==> src/hw/rtl/sxb_pkg.sv <==
// ----------------------------------------------------------------------------
// sxb_pkg
// shared types and constants for the shifted xor bitmap blit
// ----------------------------------------------------------------------------
package sxb_pkg;

    // field widths
    localparam int DATA_W     = 8;
    localparam int ADDR_OUT_W = 10;
    localparam int ORIGIN_X_W = 7;
    localparam int ORIGIN_Y_W = 5;
    localparam int WIDTH_W    = 8;
    localparam int HEIGHT_W   = 6;
    localparam int SHIFT_W    = 3;
    localparam int COL_W      = 4;
    localparam int ROW_W      = 5;
    localparam int CFG_IDX_W  = 2;
    localparam int CFG_DATA_W = 8;

    // geometry limits
    localparam int MAX_ROW_CELLS = 16;
    localparam int MAX_ROWS      = 32;
    localparam int ADDR_LIMIT    = 1023;

    // register reset values
    localparam int WIDTH_RESET  = 8;
    localparam int HEIGHT_RESET = 1;

    // parameter defaults
    localparam int unsigned ROW_BYTES_DEF  = 16;
    localparam int unsigned FRAME_ROWS_DEF = 32;

    // register indexes
    typedef enum logic [CFG_IDX_W-1:0] {
        REG_ORIGIN_X    = 2'd0,
        REG_ORIGIN_Y    = 2'd1,
        REG_WIDTH_BITS  = 2'd2,
        REG_HEIGHT_ROWS = 2'd3
    } cfg_reg_t;

    typedef struct packed {
        logic [ORIGIN_X_W-1:0] origin_x;
        logic [ORIGIN_Y_W-1:0] origin_y;
        logic [WIDTH_W-1:0]    width_bits;
        logic [HEIGHT_W-1:0]   height_rows;
    } cfg_t;

    // position of one byte within the bitmap
    typedef struct packed {
        logic [COL_W-1:0] col;
        logic [ROW_W-1:0] row;
        logic             bmp_end;
    } pos_t;

    // one frame buffer update
    typedef struct packed {
        logic [ADDR_OUT_W-1:0] frame_address;
        logic [DATA_W-1:0]     xor_mask;
        logic                  out_of_frame;
        logic                  last_of_item;
        logic                  last_of_bitmap;
    } upd_t;

endpackage

==> src/hw/rtl/sxb_config.sv <==
// ----------------------------------------------------------------------------
// sxb_config
// configuration registers of the blit, written by index
// ----------------------------------------------------------------------------
module sxb_config (
    input  logic                           clk,
    input  logic                           rst_n,
    input  logic                           cfg_write_en,
    input  logic [sxb_pkg::CFG_IDX_W-1:0]  cfg_index,
    input  logic [sxb_pkg::CFG_DATA_W-1:0] cfg_data,
    output sxb_pkg::cfg_t                  cfg
);
    import sxb_pkg::*;

    cfg_t cfg_reg;
    cfg_t cfg_next;

    always_comb
    begin
        cfg_next = cfg_reg;
        if (cfg_write_en)
        begin
            case (cfg_reg_t'(cfg_index))
                REG_ORIGIN_X:    cfg_next.origin_x    = cfg_data[ORIGIN_X_W-1:0];
                REG_ORIGIN_Y:    cfg_next.origin_y    = cfg_data[ORIGIN_Y_W-1:0];
                REG_WIDTH_BITS:  cfg_next.width_bits  = cfg_data[WIDTH_W-1:0];
                REG_HEIGHT_ROWS: cfg_next.height_rows = cfg_data[HEIGHT_W-1:0];
                default:         cfg_next = cfg_reg;
            endcase
        end
    end

    always_ff @(posedge clk or negedge rst_n)
    begin
        if (!rst_n)
        begin
            cfg_reg.origin_x    <= '0;
            cfg_reg.origin_y    <= '0;
            cfg_reg.width_bits  <= WIDTH_W'(WIDTH_RESET);
            cfg_reg.height_rows <= HEIGHT_W'(HEIGHT_RESET);
        end
        else
        begin
            cfg_reg <= cfg_next;
        end
    end

    assign cfg = cfg_reg;

endmodule

==> src/hw/rtl/sxb_position.sv <==
// ----------------------------------------------------------------------------
// sxb_position
// column and row counters that track where the next byte lands
// ----------------------------------------------------------------------------
module sxb_position (
    input  logic          clk,
    input  logic          rst_n,
    input  sxb_pkg::cfg_t cfg,
    input  logic          advance,
    output sxb_pkg::pos_t pos
);
    import sxb_pkg::*;

    logic [COL_W-1:0]    col_reg;
    logic [COL_W-1:0]    col_next;
    logic [ROW_W-1:0]    row_reg;
    logic [ROW_W-1:0]    row_next;
    logic [WIDTH_W:0]    width_round;
    logic [WIDTH_W-3:0]  row_cells;
    logic [COL_W-1:0]    last_col;
    logic [ROW_W-1:0]    last_row;
    logic                row_end;
    logic                bmp_end;

    // bytes per row, clamped to one..sixteen
    always_comb
    begin
        width_round = {1'b0, cfg.width_bits} + (WIDTH_W+1)'(7);
        row_cells   = width_round[WIDTH_W:3];
        if (row_cells == '0)
            last_col = '0;
        else if (row_cells > (WIDTH_W-2)'(MAX_ROW_CELLS))
            last_col = COL_W'(MAX_ROW_CELLS - 1);
        else
            last_col = COL_W'(row_cells - (WIDTH_W-2)'(1));
    end

    // rows, clamped to one..thirty-two
    always_comb
    begin
        if (cfg.height_rows == '0)
            last_row = '0;
        else if (cfg.height_rows > HEIGHT_W'(MAX_ROWS))
            last_row = ROW_W'(MAX_ROWS - 1);
        else
            last_row = ROW_W'(cfg.height_rows - HEIGHT_W'(1));
    end

    assign row_end = (col_reg >= last_col);
    assign bmp_end = row_end && (row_reg >= last_row);

    always_comb
    begin
        col_next = col_reg;
        row_next = row_reg;
        if (advance)
        begin
            if (bmp_end)
            begin
                col_next = '0;
                row_next = '0;
            end
            else if (row_end)
            begin
                col_next = '0;
                row_next = row_reg + ROW_W'(1);
            end
            else
            begin
                col_next = col_reg + COL_W'(1);
            end
        end
    end

    always_ff @(posedge clk or negedge rst_n)
    begin
        if (!rst_n)
        begin
            col_reg <= '0;
            row_reg <= '0;
        end
        else
        begin
            col_reg <= col_next;
            row_reg <= row_next;
        end
    end

    assign pos.col     = col_reg;
    assign pos.row     = row_reg;
    assign pos.bmp_end = bmp_end;

endmodule

==> src/hw/rtl/sxb_update.sv <==
// ----------------------------------------------------------------------------
// sxb_update
// forms one frame update: the cell beat or the spill beat of a byte
// ----------------------------------------------------------------------------
module sxb_update #(
    parameter int unsigned ROW_BYTES  = sxb_pkg::ROW_BYTES_DEF,
    parameter int unsigned FRAME_ROWS = sxb_pkg::FRAME_ROWS_DEF
) (
    input  sxb_pkg::cfg_t                cfg,
    input  logic [sxb_pkg::DATA_W-1:0]   data,
    input  sxb_pkg::pos_t                pos,
    input  logic                         spill,
    output sxb_pkg::upd_t                upd
);
    import sxb_pkg::*;

    localparam int FRAME_SIZE = int'(FRAME_ROWS) * int'(ROW_BYTES);
    localparam int MAX_ADDR   = ((2**ORIGIN_Y_W - 1) + (2**ROW_W - 1)) * int'(ROW_BYTES)
                              + (2**(ORIGIN_X_W - SHIFT_W) - 1) + (2**COL_W - 1) + 1;
    localparam int SPAN_A     = (MAX_ADDR > FRAME_SIZE) ? MAX_ADDR : FRAME_SIZE;
    localparam int SPAN       = (SPAN_A > ADDR_LIMIT + 1) ? SPAN_A : ADDR_LIMIT + 1;
    localparam int ADDR_W     = $clog2(SPAN + 1);
    localparam int LINE_W     = ROW_W + 1;

    logic [SHIFT_W-1:0] shift;
    logic [LINE_W-1:0]  line;
    logic [ADDR_W-1:0]  addr;
    logic [DATA_W-1:0]  mask_cell;
    logic [DATA_W-1:0]  mask_spill;
    logic               last_item;

    assign shift = cfg.origin_x[SHIFT_W-1:0];
    assign line  = LINE_W'(cfg.origin_y) + LINE_W'(pos.row);

    assign addr = ADDR_W'(line) * ADDR_W'(ROW_BYTES)
                + ADDR_W'(cfg.origin_x[ORIGIN_X_W-1:SHIFT_W])
                + ADDR_W'(pos.col)
                + ADDR_W'(spill);

    assign mask_cell  = data << shift;
    assign mask_spill = data >> ((SHIFT_W+1)'(DATA_W) - (SHIFT_W+1)'(shift));

    // unshifted bytes give a single beat
    assign last_item = spill || (shift == '0);

    assign upd.frame_address  = addr[ADDR_OUT_W-1:0];
    assign upd.xor_mask       = spill ? mask_spill : mask_cell;
    assign upd.out_of_frame   = (addr >= ADDR_W'(FRAME_SIZE)) || (addr > ADDR_W'(ADDR_LIMIT));
    assign upd.last_of_item   = last_item;
    assign upd.last_of_bitmap = last_item && pos.bmp_end;

endmodule

==> src/hw/rtl/shifted_xor_bitmap_blit_top.sv <==
// ----------------------------------------------------------------------------
// shifted_xor_bitmap_blit_top
// turns one-bit bitmap bytes into xor updates for a linear frame buffer
// ----------------------------------------------------------------------------
// Bitmap bytes arrive on the data channel, rows top to bottom, each row
// ceil(width_bits/8) bytes with bit 0 the leftmost pixel. Each byte leaves as
// xor beats that place the bitmap at pixel origin_x, origin_y in a frame of
// FRAME_ROWS rows of ROW_BYTES bytes. When origin_x is a multiple of eight a
// byte makes one beat; otherwise it makes two, the shifted byte at its own
// cell and then the spill at the next cell, which runs linearly into the next
// row past a row end. Beats beyond the frame still go out, with out_of_frame
// set and the low ten address bits. A byte is taken into a holding register
// and its beats are formed from there into a result register, so once its
// last beat is formed the data channel takes a new byte while that beat
// waits on the update channel. Throughput is set by the single result
// register: one byte per cycle when unshifted and the update channel is
// ready; a shifted byte holds the data channel until its spill beat is
// formed. Registers are written through the cfg port and should only change
// while the block is idle; a write does not clear the position counters.
// ----------------------------------------------------------------------------
module shifted_xor_bitmap_blit_top #(
    parameter int unsigned ROW_BYTES  = sxb_pkg::ROW_BYTES_DEF,
    parameter int unsigned FRAME_ROWS = sxb_pkg::FRAME_ROWS_DEF
) (
    input  logic                               clk,
    input  logic                               rst_n,
    // configuration write port
    input  logic                               cfg_write_en,
    input  logic [sxb_pkg::CFG_IDX_W-1:0]      cfg_index,
    input  logic [sxb_pkg::CFG_DATA_W-1:0]     cfg_data,
    // bitmap byte channel
    input  logic                               data_valid,
    output logic                               data_ready,
    input  logic [sxb_pkg::DATA_W-1:0]         data_byte,
    // frame update channel
    output logic                               update_valid,
    input  logic                               update_ready,
    output logic [sxb_pkg::ADDR_OUT_W-1:0]     frame_address,
    output logic [sxb_pkg::DATA_W-1:0]         xor_mask,
    output logic                               out_of_frame,
    output logic                               last_of_item,
    output logic                               last_of_bitmap
);
    import sxb_pkg::*;

    cfg_t              cfg;
    pos_t              pos;
    upd_t              upd;
    logic              data_take;

    // holding register: one accepted byte and its bitmap position
    logic              item_valid_reg;
    logic              item_valid_next;
    logic [DATA_W-1:0] item_data_reg;
    pos_t              item_pos_reg;
    logic              spill_reg;
    logic              spill_next;

    // result register: one beat waiting on the update channel
    logic              out_valid_reg;
    logic              out_valid_next;
    upd_t              out_upd_reg;

    logic              out_load;
    logic              item_done;

    sxb_config u_config (
        .clk          (clk),
        .rst_n        (rst_n),
        .cfg_write_en (cfg_write_en),
        .cfg_index    (cfg_index),
        .cfg_data     (cfg_data),
        .cfg          (cfg)
    );

    // counters step once per accepted byte
    sxb_position u_position (
        .clk     (clk),
        .rst_n   (rst_n),
        .cfg     (cfg),
        .advance (data_take),
        .pos     (pos)
    );

    sxb_update #(
        .ROW_BYTES  (ROW_BYTES),
        .FRAME_ROWS (FRAME_ROWS)
    ) u_update (
        .cfg   (cfg),
        .data  (item_data_reg),
        .pos   (item_pos_reg),
        .spill (spill_reg),
        .upd   (upd)
    );

    // a beat moves into the result register when it is empty or draining
    assign out_load  = item_valid_reg && (!out_valid_reg || update_ready);
    // the held byte retires with its last beat
    assign item_done = out_load && upd.last_of_item;

    assign data_ready = !item_valid_reg || item_done;
    assign data_take  = data_valid && data_ready;

    always_comb
    begin
        item_valid_next = item_valid_reg;
        spill_next      = spill_reg;
        out_valid_next  = out_valid_reg;

        if (data_take)
            item_valid_next = 1'b1;
        else if (item_done)
            item_valid_next = 1'b0;

        // after the cell beat of a shifted byte comes its spill beat
        if (out_load)
            spill_next = !item_done;

        if (out_load)
            out_valid_next = 1'b1;
        else if (update_ready)
            out_valid_next = 1'b0;
    end

    always_ff @(posedge clk or negedge rst_n)
    begin
        if (!rst_n)
        begin
            item_valid_reg <= 1'b0;
            spill_reg      <= 1'b0;
            out_valid_reg  <= 1'b0;
        end
        else
        begin
            item_valid_reg <= item_valid_next;
            spill_reg      <= spill_next;
            out_valid_reg  <= out_valid_next;
        end
    end

    // payload registers, no reset
    always_ff @(posedge clk)
    begin
        if (data_take)
        begin
            item_data_reg <= data_byte;
            item_pos_reg  <= pos;
        end
        if (out_load)
            out_upd_reg <= upd;
    end

    assign update_valid   = out_valid_reg;
    assign frame_address  = out_upd_reg.frame_address;
    assign xor_mask       = out_upd_reg.xor_mask;
    assign out_of_frame   = out_upd_reg.out_of_frame;
    assign last_of_item   = out_upd_reg.last_of_item;
    assign last_of_bitmap = out_upd_reg.last_of_bitmap;

endmodule

==> config.mk <==
export PLATFORM = sky130hd
export DESIGN_NAME = shifted_xor_bitmap_blit_top
export DESIGN_NICKNAME = d
export VERILOG_FILES = /design/src/hw/rtl/sxb_pkg.sv /design/src/hw/rtl/sxb_config.sv /design/src/hw/rtl/sxb_position.sv /design/src/hw/rtl/sxb_update.sv /design/src/hw/rtl/shifted_xor_bitmap_blit_top.sv
export SDC_FILE = /design/constraint.sdc
export NUM_CORES = 1
export LEC_CHECK = 0
export BUFFER_PORTS_ARGS = -buffer_cell sky130_fd_sc_hd__clkbuf_2
export CAP_MARGIN = 0
export CELL_PAD_IN_SITES_DETAIL_PLACEMENT = 0
export CELL_PAD_IN_SITES_GLOBAL_PLACEMENT = 2
export CORE_ASPECT_RATIO = 1.5
export CORE_UTILIZATION = 43
export CTS_CLUSTER_SIZE = 14
export DETAILED_ROUTE_END_ITERATION = 8
export PLACE_DENSITY_LB_ADDON = 0.25
export SLEW_MARGIN = 5
export SYNTH_ARGS = -nofsm -noshare
export SYNTH_HDL_FRONTEND = slang
export SYNTH_HIERARCHICAL = 1
export SYNTH_SLANG_ARGS = --single-unit
==> constraint.sdc <==
create_clock -name clk -period 5.25 [get_ports clk]
set_input_delay 0.525 -clock clk [delete_from_list [all_inputs] [get_ports clk]]
set_output_delay 0.525 -clock clk [all_outputs]
set_load 0.02 [all_outputs]
# Word level (Yosys, flattened, before mapping)
# Cells that the tools add are included.
[classes] addsub=10 n_lt_le_gt_ge=6 n_eq_ne=3 n_shift=2 mux=13 n_reduce_logical=24
[ops] cell="5-bit two-way mux" n=4
[ops] cell="4-bit two-way mux" n=4
[ops] cell="6-bit zero test" n=2
[ops] cell="10-bit by 4-bit adder with 11-bit output" n=1
[ops] cell="11-bit by 1-bit adder with 11-bit output" n=1
[ops] cell="11-bit by 4-bit adder with 11-bit output" n=1
[ops] cell="11-bit by 10-bit >= comparator with 1-bit output, second input constant" n=1
[ops] cell="11-bit by 10-bit > comparator with 1-bit output, second input constant" n=1
[ops] cell="2-bit AND reduction" n=5
[ops] cell="8-bit by 3-bit adder with 9-bit output, second input constant" n=1
[ops] cell="8-bit two-way mux" n=1
[ops] cell="8-bit by 3-bit << shifter with 8-bit output" n=1
[ops] cell="8-bit by 4-bit right shift with 8-bit output" n=1
[ops] cell="5-bit by 5-bit adder with 6-bit output" n=1
[ops] cell="6-bit by 5-bit > comparator with 1-bit output, second input constant" n=1
[ops] cell="6-bit > comparator, second input constant" n=1
[ops] cell="2-bit nonzero test" n=3
[ops] cell="5-bit by 1-bit adder with 5-bit output, second input constant" n=1
[ops] cell="5-bit >= comparator" n=1
[ops] cell="1-bit logical AND" n=5
[ops] cell="5-bit by 1-bit subtractor with 5-bit output, second input constant" n=1
[ops] cell="4-bit by 1-bit adder with 4-bit output, second input constant" n=1
[ops] cell="2-bit == test, second input constant" n=2
[ops] cell="4-bit >= comparator" n=1
[ops] cell="8 further kinds" n=16
[totals] reg_bits=77 in_bits=23 output_inout_bits=23 word_cells=76

# Longest topological paths before layout
# Gate-level depths: netlist of the first run.
[depth] word_depth=8 ltp_mapped=14 mapped_depth_nobuf=14

# By module
# The synthesis of the first run kept the hierarchy.
[by_module_without_submodules] mod="shifted_xor_bitmap_blit_top" n_inst=1 cells_each=50 area_per_inst_um2=1312.5 seq_area_each_um2=1246.2
[by_module_without_submodules] mod="sxb_config" n_inst=1 cells_each=56 area_per_inst_um2=988.4 seq_area_each_um2=653.1
[by_module_without_submodules] mod="sxb_update" n_inst=1 cells_each=134 area_per_inst_um2=985.9 seq_area_each_um2=0.0
[by_module_without_submodules] mod="sxb_position" n_inst=1 cells_each=118 area_per_inst_um2=968.4 seq_area_each_um2=225.2

# Worst setup path after synthesis of the first run
# No wires, ideal clock.
[synth_path] path_type="flip-flop to flip-flop" from="register u_config.cfg_reg (netlist bit u_config/cfg[8])" to="register u_position.row_reg[3]" setup_time_ns=0.121 arrival_time_ns=2.717 setup_slack_ns=2.412 stages_incl_launch_ff=14 path_buffers=0 synth_period_minus_slack_ns=2.838 path_cell_list="dfrtp_1 or3_4 xnor2_1 ha_1 or3_1 nand2_1 a21oi_1 nor2_1 ha_1 o21a_1 nor2_1 a21oi_1 and3_1 a22o_1"
[synth_between] elab_chain_cells=8
[synth_lines] element="from (decl)" line_no="sxb_config.sv:15" text="cfg_t cfg_reg;"
[synth_lines] element="from (signal assigned)" line_no="sxb_config.sv:44" text="cfg_reg <= cfg_next;"
[synth_lines] element="8-bit by 3-bit adder with 9-bit output (*)" line_no="sxb_position.sv:28" text="width_round = {1'b0, cfg.width_bits} + (WIDTH_W+1)'(7);"
[synth_lines] element="6-bit by 5-bit > comparator with 1-bit output / 4-bit by 1-bit subtractor with 4-bit output (equally long branches)" line_no="sxb_position.sv:32, sxb_position.sv:35"
[synth_lines] element="4-bit two-way mux" line_no="sxb_position.sv:32" text="else if (row_cells > (WIDTH_W-2)'(MAX_ROW_CELLS))"
[synth_lines] element="4-bit two-way mux (*)" line_no="sxb_position.sv:30" text="if (row_cells == '0)"
[synth_lines] element="4-bit >= comparator (*)" line_no="sxb_position.sv:49" text="assign row_end = (col_reg >= last_col);"
[synth_lines] element="1-bit logical AND" line_no="sxb_position.sv:50" text="assign bmp_end = row_end && (row_reg >= last_row);"
[synth_lines] element="2-bit nonzero test (no source line)"
[synth_lines] element="2-bit AND reduction (no source line)"
[synth_lines] element="to (signal assigned)" line_no="sxb_position.sv:85" text="row_reg <= row_next;"
[synth_lines] element="to (decl)" line_no="sxb_position.sv:16" text="logic [ROW_W-1:0] row_reg;"
# Every way passes the cells marked *; elsewhere a longest branch is shown, timed or not.
# A chain may end at the register's enable or synchronous reset.

==> flow_summary_export.csv, run 1 <==
group,metric,value,unit
pwr,p_seq_share,40.7,%
cts,cts_inserted_buffers,9,
synthesis,syn_inst,358,
routing,drtIter0Drc,107,
critical_path,path_buf_inv,2,
synthesis,synth_area_leaders,"edfxtp_1 (28%), dfrtp_1 (21%), mux2_2 (7.4%), ha_1 (7.1%), mux2i_1 (3.1%)",
cts,ctsHtreeMaxLevel,3,
routing,drt_wl_total,8070,um
run,drv_cap,0,
min_path,min_path_type,"primary input to async pin",
routing,wl_met2,4370,um
timing,rsz0062_at_grt,"false",
pwr,pwr-share-comb,36.0,%
timing,finClkSkew,8.04,ps
layout,fillers,864,
synthesis,synth-warning-count,6,
timing,max_freq,0.307,GHz
grt,overflow,0,
cts,holdBufCountCts,0,
cts,cts_resized,0,
status,outcome,"complete, no violations",
synthesis,synth_seq_area_share,49.9,%
critical_path,path_cells,"inv_1 > ha_1 > ha_1 > or2_2 > a21bo_1 > and2_1 > inv_1 > a211o_1 > a21o_1 > a22o_1",
critical_path,slowest_stage,"and2_1",
layout,largest_reg_flops,26,
synthesis,synthTopCellsByCount,"edfxtp_1 (39), dfrtp_1 (36), mux2_2 (28), nor2_1 (27), ha_1 (24)",
timing,slew_violations,0,
cts,cts.sinks,77,
grt,antenna_found_initial,0,
routing,antenna_left,0,
cts,clk_pin_slew,60,ps
routing,viasPerCell,5.41,
floorplanning,ios,46,
cts,cts_tree,"done",
critical_path,required,5460,ps
grt,grt_usage,16.8,%
synthesis,synth.avg_cell_area,11.9,um^2
grt,grt_max_degree,39,
floorplanning,die-area,10300,um^2
synthesis,synth_edf_count,39,
routing,drt_pass1_iterations,4,
timing,whs,242,ps
pwr,p_per_area,507,nW/um^2
synthesis,synth_flop_cell,"edfxtp_1",
routing,drc_errors,0,
layout,drive_gt1_share,24.6,%
placed_design,gp_congestion,0.828,
pwr,p_total,2450,uW
layout,antenna_cells,0,
routing,wl_met1,3260,um
floorplanning,core,9630,um^2
synthesis,yosysMostFrequentCell,"edfxtp_1",
synthesis,synthesis.nets,408,
timing,setup_viol,0,
critical_path,cp-start-kind,"flop",
pwr,internal-power,1580,uW
grt,grt_pass1_wl,13100,um
placed_design,dp_hpwl,6160,um
cts,root_buffer,"clkbuf_16",
timing,fin_tns_setup,0,ps
routing,post_drt_wl_per_cell,15.3,um
routing,top_layer,"met4",
cts,post_cts_buffers,0,
placed_design,numPortBuffers,45,
timing,hold_viol,0,
synthesis,synth_top_cell_area_share,27.5,%
cts,cts_buffer_depth,2,
pwr,leakage,0.00211,uW
synthesis,synthArstFlopShare,49.4,%
synthesis,syn_area,4260,um^2
pwr,pwr-share-clk,23.3,%
routing,wl_met3,261,um
critical_path,max_stage_delay,840,ps
grt,first_global_vias,2744,
floorplanning,num_rows,44,
timing,fin_crit,3260,ps
critical_path,cp.arrival,3470,ps
timing,tightest_slew,1070,ps
floorplanning,die_w,83.2,um
critical_path,critical_path_class,"flop to flop",
routing,vias,2844,
synthesis,synth_area_leader_cell,"edfxtp_1",
critical_path,end_kind,"flop",
pwr,netSwitchingFraction,35.3,%
timing,finalCritPeriodShare,62.1,%
critical_path,path_max_fanout,26,
floorplanning,die_y,124,um
layout,syn2layout_area_growth,13.6,%
synthesis,synth.distinct_cells,63,
layout,fin_nets,456,
pwr,ir_drop,0.348,mV
synthesis,ys_seq_elements,77,
critical_path,path_delay_family,"simple AND/OR/NAND/NOR gates",
timing,relSlewSlack,28.8,%
pwr,p_switching,865,uW
cts,clk_latency,330,ps
floorplanning,start_util,44.2,%
==> worst reg2reg max path, stage by stage, from the launching register on <==
cell     delay (ps)
dfrtp_1         610
inv_1           270
ha_1            180
ha_1            130
or2_2           130
a21bo_1         140
and2_1          840
inv_1           150
a211o_1         340
a21o_1          170
a22o_1          170
==> per-layer routing <==
metal  global-route usage [%]  up-vias
met2                     30.9       67
met1                     18.5     1355
li1                         -     1406
met3                     2.65       16
met4                     9.91        0
met5                        0        -
==> path summary, 6_finish.rpt <==
kind | startpoint | endpoint | slack (ps) | cells past startpoint
worst min-delay path | rst_n | spill_reg | 240 | 2
worst max register to register | u_config/cfg[19] | u_position/row_reg[3] | 1990 | 10
worst min register to register | item_valid_reg | update_valid | 490 | 1
worst max-delay path | u_config/cfg[19] | u_position/row_reg[3] | 1990 | 10
min in group clk | data_byte[6] | item_data_reg[6] | 370 | 1
max in group asynchronous | rst_n | u_config/cfg[0] | 4630 | 2
==> power groups by stage <==
stage          logic, uW  clock network [uW]  registers [uW]
6_report             882                 569             997
3_3_place_gp         884                   0            1010
2_1_floorplan        639                   0            1040
5_1_grt              997                 611            1020
4_1_cts              892                 583            1000
3_5_place_dp         888                   0            1010
==> area by class of cell <==
type | instances | area [um^2] | share of cell area, %
Clock buffer | 14 | 264 | 5.46
Clock inverter | 2 | 10.0 | 0.207
Inverter | 20 | 75.1 | 1.55
Multi-Input combinational cell | 252 | 1980 | 41.0
Sequential cell | 77 | 2120 | 44.0
Tap cell | 115 | 144 | 2.98
Timing Repair Buffer | 46 | 233 | 4.81
==> through the flow <==
step           worst slack (ps)  util [%]  instance area, um^2  std cells
6_report                   1990      50.2                 4830        526
2_1_floorplan              2410         -                 4260        358
3_3_place_gp               2100      47.3                 4560        510
3_5_place_dp               2010      47.3                 4560        510
5_1_grt                    1700      50.2                 4830        526
4_1_cts                    1990      50.2                 4830        526
==> cell families (layout without fill, tap and decap cells) <==
family	Yosys count	after routing	synth area share, %
multiplexers	43	43	11.2
flip-flops	77	77	49.9
XOR/XNOR	15	15	3.09
AO/OA/AOI/OAI	72	72	11.7
AND/OR/NAND/NOR	95	95	12.2
adder cells (fa/ha/maj)	27	27	8.47
buffers and inverters	29	82	3.47
==> placed cells by master (no fill, tap or decap), drive strengths merged, types with 13 or more instances in the layout <==
cell type,n
o21ai,15
nor2,28
mux2,30
mux2i,13
ha,24
clkbuf,59
inv,20
dfrtp,36
nand2,21
a21oi,14
edfxtp,39
(Power assumes the default switching activity.)
==> run 2, diff against run 1 <==
- CORE_UTILIZATION: 43 -> 40
- clock period: 5.25 -> 3.4 ns (I/O delays scaled with it)
==> run 2 against run 1 <==
Compared with the run above: sequential power grew 51%; power is 57% higher; register-to-register slack worse by 1700 ps; wire length is 3.5% higher; global-route usage decreased by 0.29 points; first-iteration DRC count decreased by 20%; critical path type unchanged; highest routed layer unchanged.
==> flow_summary_export.csv, run 2 (same netlist as run 1, synthesis figures left out) <==
group,metric,value,unit
critical_path,end_kind,"flop",
routing,drc_errors,0,
timing,fin_tns_setup,0,ps
pwr,netSwitchingFraction,35.3,%
routing,viasPerCell,5.09,
placed_design,dp_hpwl,6410,um
pwr,pwr-share-comb,37.1,%
cts,cts_buffer_depth,2,
layout,syn2layout_area_growth,15.3,%
placed_design,numPortBuffers,45,
floorplanning,start_util,41.5,%
cts,cts.sinks,77,
floorplanning,num_rows,45,
layout,fin_cells,556,
grt,first_global_vias,2790,
cts,ctsHtreeMaxLevel,3,
floorplanning,die_w,86.2,um
critical_path,required,3620,ps
timing,tightest_slew,965,ps
critical_path,critical_path_class,"flop to flop",
cts,clk_pin_slew,60,ps
routing,post_drt_wl_per_cell,15.0,um
pwr,ir_drop,0.331,mV
cts,post_cts_buffers,0,
layout,layout_commonest_cell,"clkbuf_2",
grt,grt_usage,16.5,%
floorplanning,ios,46,
grt,overflow,0,
timing,setup_viol,0,
timing,hold_viol,0,
timing,relSlewSlack,35.7,%
grt,grt_max_degree,39,
routing,drtIter0Drc,86,
placed_design,gp_congestion,0.782,
layout,fillers,1004,
cts,cts_tree,"done",
timing,fin_crit,3070,ps
floorplanning,die_y,128,um
routing,antenna_left,0,
layout,post-route-util,47.9,%
pwr,p_per_area,785,nW/um^2
pwr,leakage,0.00213,uW
critical_path,cp.arrival,3290,ps
cts,cts_resized,0,
pwr,pwr-share-clk,23.7,%
min_path,min_path_type,"primary input to async pin",
layout,fin_nets,460,
critical_path,r2r_cells,13,
layout,antenna_cells,0,
critical_path,worstReg2RegStart,"u_config/cfg[8]",
cts,cts_inserted_buffers,9,
cts,clk_latency,340,ps
timing,finClkSkew,7.04,ps
pwr,internal-power,2490,uW
layout,drive_gt1_share,25.1,%
pwr,p_switching,1360,uW
layout,most-common-layout-cells,"clkbuf_2 (45), edfxtp_1 (39), dfrtp_1 (36)",
run,drv_cap,0,
routing,vias,2830,
routing,drt_pass1_iterations,4,
layout,largest_reg_flops,26,
grt,grt_pass1_wl,13400,um
critical_path,cp-start-kind,"flop",
floorplanning,core,10200,um^2
placed_design,placedCellCount,540,
timing,slew_violations,0,
routing,drt_wl_total,8360,um
pwr,p_seq_share,39.2,%
timing,finalCritPeriodShare,90.4,%
critical_path,r2r_slack,330,ps
timing,rsz0062_at_grt,"false",
timing,max_freq,0.325,GHz
critical_path,worstReg2RegEnd,"u_position/row_reg[3]",
cts,holdBufCountCts,0,
status,outcome,"complete, no violations",
floorplanning,die-area,11100,um^2
critical_path,path_max_fanout,6,
grt,antenna_found_initial,0,
cts,root_buffer,"clkbuf_16",
==> run 2: cell count changes in the layout (fill, tap and decap cells not counted), sizes merged <==
cell,delta
buf,+4
bufinv,+1
clkinv,+2
clkinvlp,+1
clkbuf,-4
==> run 2: how the worst max path moves through the flow <==
stage	startpoint	to	slack [ps]	cells after the start
global route	u_config/cfg[8]	u_position/row_reg[2]	80	13
floorplan	u_config/cfg[8]	u_position/row_reg[3]	560	13
finish	u_config/cfg[8]	u_position/row_reg[3]	330	13
CTS	u_config/cfg[8]	u_position/row_reg[3]	300	13
detailed placement	u_config/cfg[8]	u_position/row_reg[3]	330	13
global placement	u_config/cfg[8]	u_position/row_reg[4]	390	13
==> run 2: worst max-delay path, cell delays in order, from the launching register on <==
cell	delay [ps]
dfrtp_1	390
or3_4	400
xnor2_1	170
ha_1	260
or3_1	360
nand2_1	70
a21oi_1	60
nor2_1	100
ha_1	230
o21a_1	160
nor2_1	160
a21oi_1	130
and3_1	240
a22o_1	220
==> run 2: layout make-up <==
type                    instances  area, um^2  area share (%)
flip-flops and latches         77        2120            43.3
multi-input cells             252        1980            40.4
repair buffers                 50         263            5.36
clock buffers                  10         229            4.67
well taps                     141         176            3.60
inverters                      20        75.1            1.53
clock inverters                 6        53.8            1.10
==> run 2: power by group through the flow <==
| stage | clock network [uW] | logic, uW | registers (uW) |
|---|---|---|---|
| floorplan | 0 | 986 | 1610 |
| global placement | 0 | 1430 | 1530 |
| detailed placement | 0 | 1440 | 1530 |
| CTS | 942 | 1440 | 1520 |
| global route | 981 | 1590 | 1550 |
| finish | 914 | 1430 | 1510 |
==> run 2: per-layer routing <==
layer	vias up	GRT usage, %	share of wire [%]
met2	44	29.9	54
met4	0	7.06	2.2
met3	11	4.31	2.4
met1	1359	18.1	41
met5	-	0	0
li1	1416	-	-
==> run 2: metrics by stage <==
step           hold slack (ps)  power, uW  area, um^2  setup WS (ps)
2_1_floorplan             44.4       2600        4260            562
3_3_place_gp               464       2960        4620            393
3_5_place_dp               466       2970        4620            326
4_1_cts                    163       3900        4900            304
5_1_grt                    157       4120        4900           79.8
6_report                   148       3850        4900            327
